--- config.mk ---
export PLATFORM = sky130hd
export DESIGN_NAME = bsm_front
export DESIGN_NICKNAME = d
export VERILOG_FILES = /design/src/bsm_pkg.sv /design/src/bsm_front.sv
export SDC_FILE = /design/constraint.sdc
export NUM_CORES = 1
export LEC_CHECK = 0
export BUFFER_PORTS_ARGS = -buffer_cell sky130_fd_sc_hd__buf_2
export CAP_MARGIN = 0
export CORE_ASPECT_RATIO = 1.5
export CORE_MARGIN = 1
export CORE_UTILIZATION = 35
export CTS_BUF_LIST = sky130_fd_sc_hd__clkbuf_8 sky130_fd_sc_hd__clkbuf_16
export DETAILED_ROUTE_END_ITERATION = 8
export GPL_ROUTABILITY_DRIVEN = 0
export SYNTH_ARGS = -nofsm -noshare
export SYNTH_HDL_FRONTEND = slang
export SYNTH_SLANG_ARGS = --single-unit
--- constraint.sdc ---
create_clock -name clk -period 4 [get_ports clk]
set_clock_uncertainty 0.1 [all_clocks]
set_input_delay 0.2 -clock clk [delete_from_list [all_inputs] [get_ports clk]]
set_output_delay 0.2 -clock clk [all_outputs]
set_load 0.02 [all_outputs]
--- src/bsm_pkg.sv ---
// Shared types, opcodes and status codes for the bytecode stack machine.
`default_nettype none
package bsm_pkg;

  // Default operand stack size
  localparam int unsigned STACK_ENTRIES_DEF = 1024;

  // Opcodes
  localparam logic [7:0] OP_NOP       = 8'h00;
  localparam logic [7:0] OP_ACONST    = 8'h01;
  localparam logic [7:0] OP_ICONST_M1 = 8'h02;
  localparam logic [7:0] OP_ICONST_5  = 8'h08;
  localparam logic [7:0] OP_BIPUSH    = 8'h10;
  localparam logic [7:0] OP_DUP       = 8'h59;
  localparam logic [7:0] OP_IADD      = 8'h60;
  localparam logic [7:0] OP_ISTORE_0  = 8'h3B;
  localparam logic [7:0] OP_ISTORE_1  = 8'h3C;
  localparam logic [7:0] OP_ILOAD_0   = 8'h1A;
  localparam logic [7:0] OP_ILOAD_1   = 8'h1B;
  localparam logic [7:0] OP_RETURN    = 8'hB1;
  // iconst_<n> pushes the opcode minus this bias
  localparam logic [7:0] ICONST_BIAS  = 8'h03;

  // Status codes
  localparam logic [2:0] ST_RUN   = 3'd0;
  localparam logic [2:0] ST_WAIT  = 3'd1;
  localparam logic [2:0] ST_RET   = 3'd2;
  localparam logic [2:0] ST_BAD   = 3'd3;
  localparam logic [2:0] ST_OVER  = 3'd4;
  localparam logic [2:0] ST_UNDER = 3'd5;
  localparam logic [2:0] ST_NORET = 3'd6;

  // Classified operation handed from front to back
  typedef enum logic [3:0] {
    K_NOP,
    K_PUSH_IMM,
    K_LOAD,
    K_DUP,
    K_IADD,
    K_STORE,
    K_BIPUSH,
    K_RET,
    K_BAD
  } kind_t;

  typedef struct packed {
    kind_t      kind;
    logic [7:0] imm;   // signed immediate for constant pushes
    logic       lidx;  // local variable index
    logic       last;  // final byte of the program
  } item_t;

  typedef struct packed {
    logic [2:0]  status;
    logic [31:0] top_value;
    logic [10:0] depth;
    logic [31:0] local_zero;
    logic [31:0] local_one;
  } result_t;

endpackage
`default_nettype wire

--- src/bsm_front.sv ---
// Front end: accepts program bytes, classifies them and queues them for execution.
`default_nettype none
module bsm_front (
  input  wire logic            clk,
  input  wire logic            rst_n,
  input  wire logic            push,
  output logic                 full,
  input  wire logic [7:0]      in_code_byte,
  input  wire logic            in_last_byte,
  output bsm_pkg::item_t       q_item,
  output logic                 q_empty,
  input  wire logic            q_pop
);

  bsm_pkg::item_t ent_r [2];
  logic           wp_r, rp_r;
  logic [1:0]     cnt_r, cnt_nxt;
  logic           pend_r, pend_nxt;
  bsm_pkg::item_t dec;
  logic           wr_en, rd_en;

  assign full    = (cnt_r == 2'd2);
  assign q_empty = (cnt_r == 2'd0);
  assign q_item  = ent_r[rp_r];
  assign wr_en   = push && !full;
  assign rd_en   = q_pop && !q_empty;

  // Classify the incoming byte; a byte after bipush is its operand
  always_comb begin
    dec.kind = bsm_pkg::K_BAD;
    dec.imm  = in_code_byte;
    dec.lidx = 1'b0;
    dec.last = in_last_byte;
    if (pend_r) begin
      dec.kind = bsm_pkg::K_PUSH_IMM;
    end else begin
      unique case (in_code_byte) inside
        bsm_pkg::OP_NOP:    dec.kind = bsm_pkg::K_NOP;
        bsm_pkg::OP_ACONST: begin
          dec.kind = bsm_pkg::K_PUSH_IMM;
          dec.imm  = 8'h00;
        end
        [bsm_pkg::OP_ICONST_M1:bsm_pkg::OP_ICONST_5]: begin
          dec.kind = bsm_pkg::K_PUSH_IMM;
          dec.imm  = in_code_byte - bsm_pkg::ICONST_BIAS;
        end
        bsm_pkg::OP_BIPUSH: dec.kind = bsm_pkg::K_BIPUSH;
        bsm_pkg::OP_DUP:    dec.kind = bsm_pkg::K_DUP;
        bsm_pkg::OP_IADD:   dec.kind = bsm_pkg::K_IADD;
        bsm_pkg::OP_ISTORE_0, bsm_pkg::OP_ISTORE_1: begin
          dec.kind = bsm_pkg::K_STORE;
          dec.lidx = (in_code_byte == bsm_pkg::OP_ISTORE_1);
        end
        bsm_pkg::OP_ILOAD_0, bsm_pkg::OP_ILOAD_1: begin
          dec.kind = bsm_pkg::K_LOAD;
          dec.lidx = (in_code_byte == bsm_pkg::OP_ILOAD_1);
        end
        bsm_pkg::OP_RETURN: dec.kind = bsm_pkg::K_RET;
        default:            dec.kind = bsm_pkg::K_BAD;
      endcase
    end
  end

  // Operand tracking; bytes after a halt are dropped by the back end anyway
  always_comb begin
    pend_nxt = pend_r;
    if (wr_en) begin
      pend_nxt = !in_last_byte && !pend_r && (in_code_byte == bsm_pkg::OP_BIPUSH);
    end
  end

  // Queue occupancy
  always_comb begin
    cnt_nxt = cnt_r;
    if (wr_en && !rd_en) cnt_nxt = cnt_r + 2'd1;
    else if (!wr_en && rd_en) cnt_nxt = cnt_r - 2'd1;
  end

  always_ff @(posedge clk) begin
    if (!rst_n) begin
      wp_r   <= 1'b0;
      rp_r   <= 1'b0;
      cnt_r  <= 2'd0;
      pend_r <= 1'b0;
    end else begin
      if (wr_en) wp_r <= !wp_r;
      if (rd_en) rp_r <= !rp_r;
      cnt_r  <= cnt_nxt;
      pend_r <= pend_nxt;
    end
  end

  // Queue storage
  always_ff @(posedge clk) begin
    if (wr_en) ent_r[wp_r] <= dec;
  end

endmodule
`default_nettype wire

**Word level (Yosys, flattened, before mapping)**

Memory sizes are Yosys's and may differ from the RTL's. A register that Yosys moved wholly into a read port is not among the register bits.
Index checks and enable logic that the tools add are counted.

- Bits of input ports: 13
- Output and inout port bits: 16
- Word-level logic and storage cells: 52
- Memories kept: 1
- RAM bits: 28
- Register bits: 5

- Equal/unequal tests: 10
- Order comparisons: 2
- Reduce and logical (&&, ||, !) cells: 21
- Add/subtract/negate cells: 3
- Mux-type cells: 11

Memories:

| memory | words | width | rd ports | clocked after Yosys merged registers in | wr ports | RTL line | source |
|---|---|---|---|---|---|---|---|
| ent_r | 2 | 14 | 1 | 1 | 1 | bsm_front.sv:15 | `bsm_pkg::item_t ent_r [2];` |

Operators with widths:

| operator | count |
|---|---|
| $pmux W4 S8 | 1 |
| $eq A8 B5 Y1 const B | 3 |
| $eq A8 B6 Y1 const B | 2 |
| $eq A8 B7 Y1 const B | 2 |
| $pmux W8 S2 | 1 |
| $mux W9 | 1 |
| $eq A8 B1 Y1 const B | 1 |
| $eq A8 B8 Y1 const B | 1 |
| $ge A8 B2 Y1 const B | 1 |
| $le A8 B4 Y1 const B | 1 |
| $logic_not A1 Y1 | 8 |
| $logic_not A8 Y1 | 1 |
| $sub A8 B2 Y8 const B | 1 |
| $logic_and A1 B1 Y1 | 7 |
| $reduce_or A2 Y1 | 3 |
| $mux W1 | 4 |
| $mux W2 | 2 |
| $mux W4 | 1 |
| $add A2 B1 Y2 const B | 1 |
| $eq A2 B2 Y1 const B | 1 |
| $logic_not A2 Y1 | 1 |
| $pmux W1 S2 | 1 |
| $reduce_bool A2 Y1 | 1 |
| $sub A2 B1 Y2 const B | 1 |

**Depth between registers and ports, before layout**

- Depth in word-level cells: 7
- Gate-level depth with buffers: 7
- Mapped depth without buffers: 7

**Worst setup path after synthesis**

OpenSTA, ideal clock, no wires.

- Kind: register to register
- Start: register cnt_r[0]
- End: memory ent_r[0][0] (netlist bit), enable pin
- Data arrival time: 1.290 ns
- Setup time: 0.386 ns
- Clock period less this slack: 1.776 ns
- Stages on the path, launching flop included: 4
- Path buffers: 0
- Data required time: 3.514 ns
- Slack: 2.224 ns
- Cell sequence: dfxtp_1 nand2b_1 nand2_1 nor2_1

- Word-level cells in the longest chain between the ends: 5

Ends and longest elaborated chain:

| what | RTL line | source |
|---|---|---|
| from (decl) | bsm_front.sv:17 | `logic [1:0] cnt_r, cnt_nxt;` |
| from (signal assigned) | bsm_front.sv:88 | `cnt_r <= cnt_nxt;` |
| $eq A2 B2 Y1 | bsm_front.sv:22 | `assign full = (cnt_r == 2'd2);` |
| $logic_not A1 Y1 | bsm_front.sv:25 | `assign wr_en = push && !full;` |
| $logic_and A1 B1 Y1 | bsm_front.sv:25 |  |
| $mux W1 | bsm_front.sv:95 | `if (wr_en) ent_r[wp_r] <= dec;` |
| $mux W1 (not written as such) | bsm_front.sv:95 |  |
| to (decl) | bsm_front.sv:15 |  |

No other way between the ends.

**Final worst setup path**

- Start: register cnt_r[0]
- End: memory ent_r[0][3] (netlist bit), enable pin

Same word-level chain as after synthesis.

==> results by group <==
Clock tree
  – Number of buffers created by CTS: 5
  – Clock transition at the registers of the reported paths: 0.07 ns
  – Clk root buf: clkbuf_8
  – # Post-CTS Setup Buffers: 0
  – CTS tree: done
  – CTS sink cnt: 34
  – Worst skew pair latency: 0.29 ns
  – Post-CTS Hold Buffers: 0
  – H-Tree Depth: 2
  – Resized cells post-CTS: 0
  – Max clock buf depth: 2

Synth
  – Library cells used by synthesis: 47
  – Synth Instances: 147
  – Ys async rst share: 0%
  – Post-synthesis sequential area ratio: 54.7%
  – Syn Nets: 165
  – Post-Syn Area: 0.00176 sq mm
  – Synth top area cells: edfxtp_1 (48%), mux2_2 (9.0%), dfxtp_1 (6.8%)
  – Post-synth EDFFs: 28
  – Primary FF master, synth: edfxtp_1
  – Share of the synthesized area in the top cell type: 47.9%
  – Synthesis warning total: 0
  – Synth Register Bits: 34
  – Cell taking the most area after synthesis: edfxtp_1
  – Mapped Avg Cell Area: 12.0 sq um

STA
  – Worst-margin pin slew: 1.21 ns
  – Max Freq: 466 MHz
  – Worst slew margin: 18.7%
  – Fin crit share: 53.6%
  – Final setup viols: 0
  – Final Hold Viols: 0
  – Max-slew violation count: 0
  – RSZ-0062 raised after global routing: false
  – Setup TNS: 0 ns
  – Post-layout min period: 2.15 ns

Run
  – Max-cap violations: 0

Global route
  – GRT overflow: 0
  – Initial antenna violation count: 0
  – Global Route Usage Sum: 13.7%
  – Vias in the first global route: 1,171
  – Pin count of the biggest net entering global routing: 17
  – First-pass GRT wire length: 5.31 mm

Floorplanning
  – I/O pins: 29
  – Rows: 31
  – Die W: 59.8 um
  – Die area: 0.00531 sq mm
  – Die height: 88.8 um
  – Initial Util: 36.5%
  – Core box area: 0.00481 sq mm

Layout
  – Nets: 194
  – Most frequent cells in the layout: edfxtp_1 (28), buf_2 (28), mux2_2 (14)
  – Final Non-Filler Cells: 243
  – Share of cells above drive strength 1: 31.1%
  – ANT cells: 0
  – Synth-to-Final Area Change: 15.6%

Detailed routing
  – Vias: 1,247
  – DRT Pass-1 Iters: 4
  – Antenna Nets Post-Route: 0
  – Wire per inst: 13.6 um
  – Routed wire length: 3.30 mm
  – DRC violations left: 0
  – Vias per cell: 5.13
  – Iteration-0 DRC Markers: 45

Place
  – Cell count after placement: 235
  – Post-DP HPWL: 2.46 mm
  – Buffers on Ports: 28

Worst setup path
  – Worst Path Arrival: 1.94 ns
  – Critical Path Fanout Max: 15
  – Slowest stage delay, CP: 0.93 ns
  – Worst-path cell chain: nand2b_1 > nand2_1 > nor2_1
  – Buffers plus inverters on the worst setup path: 0
  – CP delay by family, top: simple AND/OR/NAND/NOR gates
  – Worst Setup Start Kind: flip-flop
  – Cell at the slowest stage of the critical path: nor2_1
  – Endpoint type of the worst setup path: flip-flop
  – Critical path class: flip-flop to flip-flop
  – Crit path required time: 3.80 ns

Power and ir drop
  – LEAKAGE: 0.757 nW
  – Cell Pwr Density: 503 mW/mm^2
  – Maximum vdd ir drop: 0.252 mV

Worst hold path
  – Hold Crit Class: input pin to flip-flop

Run status
  – Status: finished clean
## where the power goes
| part | internal, mW | total, mW | switching (mW) |
|---|---|---|---|
| logic | 0.133 | 0.308 | 0.175 |
| clock network | 0.117 | 0.231 | 0.114 |
| registers | 0.444 | 0.483 | 0.0385 |
## through the flow
step | setup WS, ns | hold slack [ns] | area [sq um] | total power [mW] | utilization (%)
floorplan | 2.22 | 0.199 | 1760 | 0.709 | -
global placement | 1.91 | 0.312 | 1950 | 0.793 | 40.5
detailed placement | 1.82 | 0.323 | 1950 | 0.804 | 40.5
CTS | 1.80 | 0.0297 | 2030 | 1.03 | 42.2
global route | 1.69 | 0.0304 | 2030 | 1.08 | 42.2
finish | 1.85 | 0.0313 | 2030 | 1.02 | 42.2
## routing by layer
metal  wire length [um]  track usage (%)  vias to the layer above
li1                   -                -                      608
met1               1370             15.2                      592
met3                134             2.78                       11
met5                  0                0                        -
met4                132             9.94                        0
met2               1670             22.7                       36
## area by class of cell
type	instances	area, sq um
timing repair buffer	28	140
clock inverter	3	12.5
tap	66	82.6
multi-input combinational	100	739
clock buffer	5	68.8
fill	502	2780
inverter	7	26.3
sequential	34	961
## path summary, 6_finish.rpt
kind / startpoint / to / slack, ns / cells after the start
setup / recovery: cnt_r[0] / ent_r[0][3] / 1.85 / 3
hold reg to reg: cnt_r[1] / cnt_r[1] / 0.44 / 2
hold / removal: in_last_byte / ent_r[1][0] / 0.03 / 1
setup reg to reg: cnt_r[0] / ent_r[0][3] / 1.85 / 3
## worst reg2reg max path, delay by kind of cell, from the launching register on
family        cells  cell delay, ns
flops             1            0.42
simple gates      3            1.22
## flip-flops by register name, indices dropped and copies added (netlist names), named ones only
signal / cells
wp_r: 1
rp_r: 1
cnt_r: 2
ent_r: 28
pend_r: 1
## cell usage after synthesis, types with 2 or more instances
cell / n
nor2b_1: 2
nand2_1: 8
or4b_1: 2
clkbuf_1: 5
or3_1: 3
a21oi_1: 5
dfxtp_1: 6
nor4bb_1: 2
edfxtp_1: 28
nand3_1: 3
inv_1: 6
mux2i_1: 2
nor2_1: 8
nor3_1: 5
mux2_2: 14
nand2b_1: 3
o21ai_0: 4
ha_1: 5
xnor2_1: 2
or2_2: 4
and2_1: 3
nor4_1: 2
## cell families (layout without fill, tap and decap cells)
logic type	after synthesis	count (layout)	synth area share (%)
and+or+nand+nor	51	51	16.7
buffers and inverters	13	43	3.20
muxes	16	16	10.1
xor gates and xnor gates	3	3	1.50
adders and majority gates	5	5	3.56
AOI/OAI and AO/OA	25	25	10.3
DFF	34	34	54.7
No activity file was read; power rests on OpenSTA's default activity.
